===== config.mk =====
export PLATFORM = sky130hd
export DESIGN_NAME = trip_latch_rearm_supervisor_top_flat
export DESIGN_NICKNAME = d
export VERILOG_FILES = /design/src/rtl/core/trlrs_pkg.sv /design/src/rtl/core/trlrs_if.sv /design/src/rtl/core/trip_latch_rearm_supervisor_top.sv /design/src/rtl/core/trlrs_cfg_regs.sv /design/src/rtl/core/trlrs_step.sv /design/src/flat_wrapper.sv
export SDC_FILE = /design/constraint.sdc
export NUM_CORES = 1
export LEC_CHECK = 0
export BUFFER_PORTS_ARGS = -buffer_cell sky130_fd_sc_hd__buf_2
export CAP_MARGIN = 20
export CORE_MARGIN = 3
export CORE_UTILIZATION = 25
export CTS_CLUSTER_DIAMETER = 200
export DETAILED_ROUTE_END_ITERATION = 10
export SYNTH_ARGS = -nofsm -noshare
export SYNTH_HDL_FRONTEND = slang
export SYNTH_SLANG_ARGS = --single-unit

===== constraint.sdc =====
create_clock -name clk -period 4.6 [get_ports clk]
set_clock_uncertainty 0.1 [all_clocks]
set_input_delay 0.69 -clock clk [delete_from_list [all_inputs] [get_ports clk]]
set_output_delay 0.69 -clock clk [all_outputs]
set_load 0.02 [all_outputs]

===== src/rtl/core/trlrs_pkg.sv =====
// trip latch rearm supervisor package: register indexes, config, state and result types
// no dependencies; used by the interfaces and every module of the block
package trlrs_pkg;

  localparam int unsigned CntW = 16;
  localparam int unsigned CfgIdxW = 3;
  localparam logic [CntW-1:0] Sat16 = 16'hFFFF;
  localparam logic [2:0] RearmToggles = 3'd5;

  typedef logic [CntW-1:0] cnt_t;

  typedef enum logic [CfgIdxW-1:0] {
    REG_ERROR_BLINK   = 3'd0,
    REG_NORMAL_BLINK  = 3'd1,
    REG_FLASH_ON      = 3'd2,
    REG_ARM_HOLD      = 3'd3,
    REG_RESET_PULSE   = 3'd4,
    REG_REARM_STEP    = 3'd5,
    REG_TELEM_PERIOD  = 3'd6
  } cfg_idx_t;

  typedef struct packed {
    cnt_t error_blink_ticks;
    cnt_t normal_blink_ticks;
    cnt_t flash_on_ticks;
    cnt_t arm_hold_ticks;
    cnt_t reset_pulse_ticks;
    cnt_t rearm_step_ticks;
    cnt_t telemetry_period_ticks;
  } cfg_t;

  localparam cfg_t CfgReset = '{
    error_blink_ticks:      16'd200,
    normal_blink_ticks:     16'd4000,
    flash_on_ticks:         16'd50,
    arm_hold_ticks:         16'd1500,
    reset_pulse_ticks:      16'd100,
    rearm_step_ticks:       16'd100,
    telemetry_period_ticks: 16'd500
  };

  typedef struct packed {
    logic       trip_flag;
    logic       prev_trip_level;
    logic       led_state;
    cnt_t       blink_elapsed;
    cnt_t       flash_timer;
    logic       arm_held;
    cnt_t       arm_elapsed;
    cnt_t       pulse_timer;
    logic [2:0] rearm_step_count;
    cnt_t       rearm_timer;
    cnt_t       telemetry_elapsed;
  } state_t;

  localparam state_t StateReset = '0;

  typedef struct packed {
    logic fault_led;
    logic latch_reset;
    logic telemetry_due;
    logic tripped;
  } result_t;

  function automatic cnt_t inc_sat(input cnt_t v);
    return (v == Sat16) ? v : cnt_t'(v + 16'd1);
  endfunction

endpackage


===== src/rtl/core/trlrs_if.sv =====
// channel interfaces of the trip latch rearm supervisor: tick, status and config write
// depends on trlrs_pkg for the config index and data widths
interface trlrs_tick_if;
  logic valid;
  logic ready;
  logic trip_level;
  logic arm_level;
  modport source (output valid, output trip_level, output arm_level, input ready);
  modport sink (input valid, input trip_level, input arm_level, output ready);
endinterface

interface trlrs_status_if;
  logic valid;
  logic ready;
  logic fault_led;
  logic latch_reset;
  logic telemetry_due;
  logic tripped;
  modport source (output valid, output fault_led, output latch_reset,
                  output telemetry_due, output tripped, input ready);
  modport sink (input valid, input fault_led, input latch_reset,
                input telemetry_due, input tripped, output ready);
endinterface

interface trlrs_cfg_if;
  logic                            valid;
  logic                            ready;
  logic [trlrs_pkg::CfgIdxW-1:0]   index;
  logic [trlrs_pkg::CntW-1:0]      data;
  modport source (output valid, output index, output data, input ready);
  modport sink (input valid, input index, input data, output ready);
endinterface


===== src/rtl/core/trip_latch_rearm_supervisor_top.sv =====
// Trip latch rearm supervisor. Each tick transaction (trip and arm levels) yields exactly one
// status transaction. A tick is captured in an input register, processed by one pass of
// combinational update logic against the state register, and the status is then registered in
// the output register; one tick per clock is sustained, and a full output register
// stalls the input only when the status side stops taking transactions. Config writes are
// accepted every cycle and should be made while no tick is in flight.
module trip_latch_rearm_supervisor_top
  import trlrs_pkg::*;
(
  input  logic          clk,
  input  logic          rst,
  trlrs_tick_if.sink    tick,
  trlrs_status_if.source status,
  trlrs_cfg_if.sink     cfg
);

  cfg_t    regs;
  state_t  state;
  state_t  state_next;
  result_t res;
  result_t res_q;
  logic    in_valid;
  logic    in_trip;
  logic    in_arm;
  logic    out_valid;
  logic    advance;

  trlrs_cfg_regs u_cfg (
    .clk  (clk),
    .rst  (rst),
    .cfg  (cfg),
    .regs (regs)
  );

  trlrs_step u_step (
    .regs       (regs),
    .cur        (state),
    .trip_level (in_trip),
    .arm_level  (in_arm),
    .nxt        (state_next),
    .res        (res)
  );

  assign advance    = in_valid && (!out_valid || status.ready);
  assign tick.ready = !in_valid || advance;

  always_ff @(posedge clk) begin
    if (rst) begin
      in_valid <= 1'b0;
    end else if (tick.ready) begin
      in_valid <= tick.valid;
    end
  end

  always_ff @(posedge clk) begin
    if (tick.valid && tick.ready) begin
      in_trip <= tick.trip_level;
      in_arm  <= tick.arm_level;
    end
  end

  always_ff @(posedge clk) begin
    if (rst) begin
      state     <= StateReset;
      out_valid <= 1'b0;
    end else begin
      if (advance) state <= state_next;
      if (advance) begin
        out_valid <= 1'b1;
      end else if (status.ready) begin
        out_valid <= 1'b0;
      end
    end
  end

  always_ff @(posedge clk) begin
    if (advance) res_q <= res;
  end

  assign status.valid         = out_valid;
  assign status.fault_led     = res_q.fault_led;
  assign status.latch_reset   = res_q.latch_reset;
  assign status.telemetry_due = res_q.telemetry_due;
  assign status.tripped       = res_q.tripped;

endmodule


===== src/rtl/core/trlrs_cfg_regs.sv =====
// configuration register file of the trip latch rearm supervisor
// depends on trlrs_pkg and the trlrs_cfg_if interface
module trlrs_cfg_regs
  import trlrs_pkg::*;
(
  input  logic        clk,
  input  logic        rst,
  trlrs_cfg_if.sink   cfg,
  output cfg_t        regs
);

  assign cfg.ready = 1'b1;

  always_ff @(posedge clk) begin
    if (rst) begin
      regs <= CfgReset;
    end else if (cfg.valid && cfg.ready) begin
      unique case (cfg_idx_t'(cfg.index))
        REG_ERROR_BLINK:  regs.error_blink_ticks      <= cfg.data;
        REG_NORMAL_BLINK: regs.normal_blink_ticks     <= cfg.data;
        REG_FLASH_ON:     regs.flash_on_ticks         <= cfg.data;
        REG_ARM_HOLD:     regs.arm_hold_ticks         <= cfg.data;
        REG_RESET_PULSE:  regs.reset_pulse_ticks      <= cfg.data;
        REG_REARM_STEP:   regs.rearm_step_ticks       <= cfg.data;
        REG_TELEM_PERIOD: regs.telemetry_period_ticks <= cfg.data;
        default: ;
      endcase
    end
  end

endmodule


===== src/rtl/core/trlrs_step.sv =====
// per-tick update of the supervisor: trip edge, timers, blink, arm hold, rearm, telemetry
// depends on trlrs_pkg; purely combinational
module trlrs_step
  import trlrs_pkg::*;
(
  input  cfg_t    regs,
  input  state_t  cur,
  input  logic    trip_level,
  input  logic    arm_level,
  output state_t  nxt,
  output result_t res
);

  always_comb begin
    state_t s;
    logic   due;
    s   = cur;
    due = 1'b0;

    // trip edge
    if (trip_level && !s.prev_trip_level) s.trip_flag = 1'b1;
    s.prev_trip_level = trip_level;

    // one-shot timers
    if (s.flash_timer != '0) begin
      s.flash_timer = cnt_t'(s.flash_timer - 16'd1);
      if (s.flash_timer == '0) s.led_state = 1'b1;
    end
    if (s.pulse_timer != '0) s.pulse_timer = cnt_t'(s.pulse_timer - 16'd1);

    s.blink_elapsed = inc_sat(s.blink_elapsed);

    if (s.rearm_step_count != '0) begin
      if (s.arm_held) s.arm_elapsed = inc_sat(s.arm_elapsed);
      s.rearm_timer = inc_sat(s.rearm_timer);
      if (s.rearm_timer >= regs.rearm_step_ticks) begin
        s.rearm_timer = '0;
        if (s.rearm_step_count < RearmToggles) begin
          s.led_state        = ~s.led_state;
          s.rearm_step_count = 3'(s.rearm_step_count + 3'd1);
        end else begin
          s.led_state        = 1'b1;
          s.rearm_step_count = '0;
        end
      end
    end else begin
      // blink decision
      if (s.trip_flag) begin
        if (s.blink_elapsed >= regs.error_blink_ticks) begin
          s.led_state     = ~s.led_state;
          s.blink_elapsed = '0;
        end
      end else if (s.blink_elapsed >= regs.normal_blink_ticks) begin
        s.led_state     = 1'b0;
        s.blink_elapsed = '0;
        s.flash_timer   = regs.flash_on_ticks;
      end

      // arm tracking
      priority if (arm_level && !s.arm_held) begin
        s.arm_held    = 1'b1;
        s.arm_elapsed = '0;
      end else if (!arm_level) begin
        s.arm_held = 1'b0;
      end else begin
        s.arm_elapsed = inc_sat(s.arm_elapsed);
      end

      // trip clear
      if (s.trip_flag && s.arm_held && (s.arm_elapsed >= regs.arm_hold_ticks)) begin
        s.trip_flag        = 1'b0;
        s.pulse_timer      = regs.reset_pulse_ticks;
        s.led_state        = ~s.led_state;
        s.rearm_step_count = 3'd1;
        s.rearm_timer      = '0;
      end
    end

    // telemetry
    s.telemetry_elapsed = inc_sat(s.telemetry_elapsed);
    if (s.telemetry_elapsed >= regs.telemetry_period_ticks) begin
      due                 = 1'b1;
      s.telemetry_elapsed = '0;
    end

    nxt               = s;
    res.fault_led     = s.led_state;
    res.latch_reset   = (s.pulse_timer != '0);
    res.telemetry_due = due;
    res.tripped       = s.trip_flag;
  end

endmodule

===== src/flat_wrapper.sv =====
// flat-port wrapper written by rule: the top's interface ports become plain ports
module trip_latch_rearm_supervisor_top_flat import trlrs_pkg::*;
  (clk, rst, tick_valid, tick_trip_level, tick_arm_level, tick_ready, status_valid, status_fault_led, status_latch_reset, status_telemetry_due, status_tripped, status_ready, cfg_valid, cfg_index, cfg_data, cfg_ready);
  trlrs_tick_if tick_i ();
  trlrs_status_if status_i ();
  trlrs_cfg_if cfg_i ();
  input  logic clk;
  input  logic rst;
  input wire logic [$bits(tick_i.valid)-1:0] tick_valid;
  input wire logic [$bits(tick_i.trip_level)-1:0] tick_trip_level;
  input wire logic [$bits(tick_i.arm_level)-1:0] tick_arm_level;
  output wire logic [$bits(tick_i.ready)-1:0] tick_ready;
  output wire logic [$bits(status_i.valid)-1:0] status_valid;
  output wire logic [$bits(status_i.fault_led)-1:0] status_fault_led;
  output wire logic [$bits(status_i.latch_reset)-1:0] status_latch_reset;
  output wire logic [$bits(status_i.telemetry_due)-1:0] status_telemetry_due;
  output wire logic [$bits(status_i.tripped)-1:0] status_tripped;
  input wire logic [$bits(status_i.ready)-1:0] status_ready;
  input wire logic [$bits(cfg_i.valid)-1:0] cfg_valid;
  input wire logic [$bits(cfg_i.index)-1:0] cfg_index;
  input wire logic [$bits(cfg_i.data)-1:0] cfg_data;
  output wire logic [$bits(cfg_i.ready)-1:0] cfg_ready;
  assign tick_i.valid = tick_valid;
  assign tick_i.trip_level = tick_trip_level;
  assign tick_i.arm_level = tick_arm_level;
  assign tick_ready = tick_i.ready;
  assign status_valid = status_i.valid;
  assign status_fault_led = status_i.fault_led;
  assign status_latch_reset = status_i.latch_reset;
  assign status_telemetry_due = status_i.telemetry_due;
  assign status_tripped = status_i.tripped;
  assign status_i.ready = status_ready;
  assign cfg_i.valid = cfg_valid;
  assign cfg_i.index = cfg_index;
  assign cfg_i.data = cfg_data;
  assign cfg_ready = cfg_i.ready;
  trip_latch_rearm_supervisor_top u_core (.clk(clk), .rst(rst), .tick(tick_i), .status(status_i), .cfg(cfg_i));
endmodule

=== Word level (Yosys, flattened, before mapping) ===
Cells that the tools add are included.

* Word-level logic and storage cells: 121
* Output and inout port bits: 7
* Bits in registers: 223
* Bits of input ports: 26

* Add/subtract/negate cells: 7
* Bitwise operators: 3
* Reduce and logical (&&, ||, !) cells: 31
* Muxes and demuxes: 36
* Order comparisons: 6
* Equality and inequality tests: 12

{| class="wikitable"
|+ Operators by type and width
! cell !! number
|-
| 2-to-1 mux 16 bit || 12
|-
| 2-to-1 mux 17 bit || 5
|-
| >= comparator 16 bit || 5
|-
| 2-to-1 mux 33 bit || 2
|-
| adder 16 x 1 -> 16 bit (second input constant) || 4
|-
| equality test 16 bit (second input constant) || 4
|-
| nonzero test 16 bit || 3
|-
| 2-to-1 mux 19 bit || 2
|-
| 2-to-1 mux 35 bit || 1
|-
| subtractor 16 x 1 -> 16 bit (second input constant) || 2
|-
| AND reduction 2 bit || 10
|-
| zero test 16 bit || 1
|-
| 2-to-1 mux 1 bit || 13
|-
| equality test 3 bit (second input constant) || 3
|-
| equality test 3 x 2 -> 1 bit (second input constant) || 2
|-
| logical AND 1 bit || 6
|-
| zero test 1 bit || 4
|-
| inequality test 2 x 1 -> 1 bit (second input constant) || 2
|-
| nonzero test 2 bit || 2
|-
| adder 3 x 1 -> 3 bit (second input constant) || 1
|-
| equality test 3 x 1 -> 1 bit (second input constant) || 1
|-
| zero test 3 bit || 1
|-
| less-than comparator 3 bit (second input constant) || 1
|-
| 2-to-1 mux 3 bit || 1
|-
| other kinds (4) || 7
|}

=== Depth between registers and ports, before layout ===
* Depth after elaboration: 11
* Gate-level depth with buffers: 19
* Depth with buffers taken out: 17

=== Hierarchy ===
From an unflattened synthesis, not the netlist that was laid out.

* Cell total of the unflattened synthesis: 1771
* Area total of the unflattened synthesis: 15065.7 um^2

{| class="wikitable"
|+ By module, submodules not included
! module !! area each (um^2) !! cells an instance !! sequential area each (um^2) !! times used
|-
| trlrs_step || 5783.0 || 900 || 0.0 || 1
|-
| trip_latch_rearm_supervisor_top || 4883.4 || 463 || 2282.2 || 1
|-
| trlrs_cfg_regs || 4399.2 || 408 || 2242.2 || 1
|}

=== Worst setup path before layout ===
OpenSTA, ideal clock, no wires.

* Kind: reg2reg
* Start point: register u_core.state[88] (netlist name)
* End point: register u_core.state[81] (netlist name)
* Buffers on the path: 3
* Clock period less this slack: 4.134 ns
* Setup time: 0.132 ns
* Setup slack: 0.466 ns
* Data required time: 4.368 ns
* Arrival: 3.902 ns
* Stages on the path, launching flop included: 18
* Cell sequence: dfxtp_1 clkbuf_1 and4_1 nand4_1 or3_1 clkbuf_1 nand2_1 nor2_1 xor2_1 ha_1 o211ai_1 a31o_2 a2111oi_0 o21ai_1 clkbuf_1 mux2_2 nand2_1 a21oi_1

* Word-level cells in the longest chain between the ends: 6
* Elaborated cells on any way between the ends: 7
* Those cells by class: 1 x add/sub; 1 x order compare; 1 x eq/ne; 4 x mux

{| class="wikitable"
|+ Ends and longest elaborated chain
! what !! line !! text
|-
| start: declaration || trip_latch_rearm_supervisor_top.sv:18 || <nowiki>state_t state;</nowiki>
|-
| start signal: assignment || trip_latch_rearm_supervisor_top.sv:64 || <nowiki>state <= StateReset;</nowiki>
|-
| start signal: assignment || trip_latch_rearm_supervisor_top.sv:67 || <nowiki>if (advance) state <= state_next;</nowiki>
|-
| adder 16 x 1 -> 16 bit or equality test 16 bit (tied branches) || trlrs_pkg.sv:66 || <nowiki>return (v == Sat16) ? v : cnt_t'(v + 16'd1);</nowiki>
|-
| 2-to-1 mux 16 bit * || trlrs_pkg.sv:66 ||
|-
| >= comparator 16 bit * || trlrs_step.sv:53 || <nowiki>end else if (s.blink_elapsed >= regs.normal_blink_ticks) begin</nowiki>
|-
| 2-to-1 mux 33 bit * || trlrs_step.sv:53 ||
|-
| 2-to-1 mux 16 bit * || trlrs_step.sv:48 || <nowiki>if (s.trip_flag) begin</nowiki>
|-
| 2-to-1 mux 33 bit * || trlrs_step.sv:33 || <nowiki>if (s.rearm_step_count != '0) begin</nowiki>
|}

Mark *: on every way between the ends. The rest lies on a longest branch, timed or not.
A chain may end at the register's enable or synchronous reset.

=== Final worst setup path ===
* Start point: register u_core.state[84] (netlist name)
* End point: register u_core.state[87] (netlist name)

* Word-level cells in the longest chain between the ends: 7
* Elaborated cells on any way between the ends: 10
* Those cells by class: 1 x add/sub; 2 x order compare; 1 x eq/ne; 6 x mux

{| class="wikitable"
|+ Ends and longest elaborated chain
! what !! line
|-
| adder 16 x 1 -> 16 bit or equality test 16 bit (tied branches) || trlrs_pkg.sv:66
|-
| 2-to-1 mux 16 bit * || trlrs_pkg.sv:66
|-
| >= comparator 16 bit (on tied branches) || trlrs_step.sv:53, trlrs_step.sv:49
|-
| 2-to-1 mux 33 bit or 2-to-1 mux 17 bit (tied branches) || trlrs_step.sv:53, trlrs_step.sv:49
|-
| 2-to-1 mux 17 bit || trlrs_step.sv:48
|-
| 2-to-1 mux 17 bit || trlrs_step.sv:33
|-
| 2-to-1 mux 33 bit * || trlrs_step.sv:33
|}

Mark *: on every way between the ends. The rest lies on a longest branch, timed or not. The select of a mux whose other input is x is not followed.

==> metrics.txt <==
most frequent cells in the layout=nand2_1 (339), dfxtp_1 (217), a21oi_1 (189); Port Buf Inserts=31; synth warn=0; total track usage=0.1340; critical path arrival=4.78 ns; Clock Latency Late Sink=between 0.5 and 0.6 ns; WL per Instance=15.62 µm; clk slew on worst S/H paths=0.06 ns; status=finished, final reports clean; Yosys cell types=75; top_reg_cell synth=dfxtp_1; largest cells by area after synthesis=dfxtp_1 (32%), nand2_1 (9.5%), ha_1 (8.4%); drt total wl=38970 µm; Worst Path Required=around 5 ns; Seq/Total Area, Yosys=0.3372; DRC=0; Core ar.=~0.053 mm²; # fillers=5636; Slew Limit Fails=0; commonest non-fill, non-tap cell in the layout=nand2_1; Via Count=12690; Mapped Nets=1913; area delta synth->final=14.05%; first-pass GRT wire length=about 63000 µm; Max Root-Sink Buffers=3; share of the synthesized area in the top cell type=0.3237; chip height=237.7 µm; Mapped Cells=1797; ANT cells=0; share of cells above drive strength 1=0.07582; largest net degree at the start of global routing=128; Num CTS Buffers=28; placed instance count=roughly 2400; crit start category=flip-flop; gpl congestion=around 0.87; drt initial violations=just over 1000; final hold violation count=0; Avg Inst Size Synth=around 7.5 µm²; Initial Util=0.2538; post-layout minimum cycle time=4.406 ns; Final Setup Violations=0; post-synth top area cell=dfxtp_1; worst path cell trace=ha_1 > and3_1 > nand4_1 > or3_4 > nand2_1 > nor3_1 > or2_1 > ha_1 > nand4_1 > nor2_1 > a211oi_1 > a211oi_2 > or2_2 > o31ai_2 > buf_6 > nand3_1 > a31oi_1; Hold-fix buffers, CTS=0; slew margin rel.=0.2950; crit path max-delay cell type=or3_4; CP endpoint kind=flip-flop; top-level I/O count=33; DR vias/cell=5.085; worst hold margin=0.2069 ns; die area=0.05649 mm²; total gr overflow=0; Most Used Layer, Global Route=met2; chip width=approximately 240 µm; Max FO, Critical Path=20; Tcrit/Tclk final=0.9579; number of synthesized flops with an enable pin=6; M1 GR Usage=0.1833; TritonRoute pass-1 iters=5; Synth async-reset ratio=0; LEAKAGE=5.930 nW; CTS tree=yes; met3 Use GR=0.01833; FMAX=226.9 MHz; critical path class=reg2reg; maxcap violations=0; max incr delay on CP=0.51 ns; # rows=84; initial antenna violation count=0; Yosys reg bits=223; vias in the first global route=12060; Clock Sinks=223; Hold Path Class=in2reg; PwrDens=approximately 450 mW/mm²; Cell Area, Synth=roughly 0.013 mm²; worst slew pin tran=1.054 ns; root buf cell=clkbuf_16; worst vdd ir=0.0004340 V; Final #Nets=1903; HPWL Detailed=26700 µm; Antenna Nets Post-Route=0; final non-filler cell total=2495; met2 usage=0.2175; Clock H-tree levels=1
==> synth_stat cells, drive strengths merged, types with 9 or more instances <==
master / n
dfxtp: 217
nor2b: 12
nand3: 71
nor4: 18
nor3: 47
a211o: 11
buf: 10
nor2: 130
mux2i: 22
nand3b: 31
a31oi: 17
a211oi: 26
a21o: 19
nand2: 339
clkbuf: 88
nand2b: 10
a21oi: 189
o21a: 15
mux2: 13
or3: 13
and2: 9
ha: 90
a221oi: 10
inv: 118
xor2: 12
nand4: 36
o21ai: 74
xnor2: 28
and3: 22
==> per-layer routing <==
layer / wire [µm] / up-vias
met2: 17150 / 312
met3: 2089 / 78
met1: 18500 / 6007
li1: - / 6290
met4: 1224 / 0
met5: 0 / -
==> per-stage QoR <==
stage               total power, mW  instance area [µm²]   TNS [ns]  setup slack [ns]  utilization
finish                        6.864                15300          0            0.1936       0.2895
global route                  7.324                15300  -0.003917         -0.003917       0.2895
CTS                           6.908                15260          0           0.07106       0.2887
detailed placement            4.584                14310          0           0.06604       0.2706
global placement              4.542                14290          0            0.2710       0.2704
floorplan                     4.101                13420          0            0.4658            -
==> flip-flops by register name, indices dropped and copies added, names as in the netlist <==
signal                       flops
u_core.status.telemetry_due      1
u_core.status.valid              1
u_core.state                   103
u_core.in_valid                  1
u_core.status.fault_led          1
u_core.in_trip                   1
u_core.in_arm                    1
u_core.u_cfg.regs              112
u_core.status.latch_reset        1
u_core.status.tripped            1
==> path summary, 6_finish.rpt <==
check / start / to / slack [ns] / cells after the start
worst min-delay path: tick_arm_level / u_core.in_arm$_DFFE_PP_ / 0.21 / 1
worst max-delay path: u_core.state[84]$_SDFFE_PP0P_ / u_core.state[87]$_SDFFE_PP0P_ / 0.19 / 17
worst min register to register: u_core.state[101]$_SDFFE_PP0P_ / u_core.state[101]$_SDFFE_PP0P_ / 0.35 / 2
worst max register to register: u_core.state[84]$_SDFFE_PP0P_ / u_core.state[87]$_SDFFE_PP0P_ / 0.19 / 17
==> report_power, final <==
part           leakage [nW]  internal [mW]  switching, mW  total [mW]
registers              1.81           2.06          0.183        2.25
clock network         0.466           1.37          0.912        2.28
logic                  3.65          0.981           1.35        2.33
==> worst max-delay path: cells and delay by family (launching register included) <==
kind	cells	cell delay [ns]
AND/OR/NAND/NOR	10	2.14
buffers and inverters	1	0.24
flip-flops	1	0.44
adder cells (fa/ha/maj)	2	0.48
AO/OA/AOI/OAI	4	0.90
==> kinds of logic (layout without fill, tap and decap cells) <==
family / Yosys count / after routing / share of synthesized area
AOI/OAI and AO/OA: 425 / 425 / 0.1936
xor gates and xnor gates: 40 / 40 / 0.02611
adders and majority gates: 90 / 90 / 0.08392
buffers and inverters: 216 / 226 / 0.06191
DFF: 223 / 223 / 0.3372
muxes: 35 / 35 / 0.02732
other: 1 / 1 / 0.0002795
and+or+nand+nor: 767 / 767 / 0.2697
==> final cells by class <==
cell class              count  area [µm²]  area share
clock inverters            12       170.2     0.01112
inverters                 118       442.9     0.02894
clock buffers              38       788.3     0.05150
flip-flops and latches    223        4524      0.2956
repair buffers             58       415.4     0.02714
multi-input cells        1358        8103      0.5294
well taps                 688       860.8     0.05625
==> repair_timing <==
action	in CTS	in global routing
buffers inserted	0	1
resized for setup	0	5
setup endpoints to repair	0	63
No activity file was read; power rests on OpenSTA's default activity.
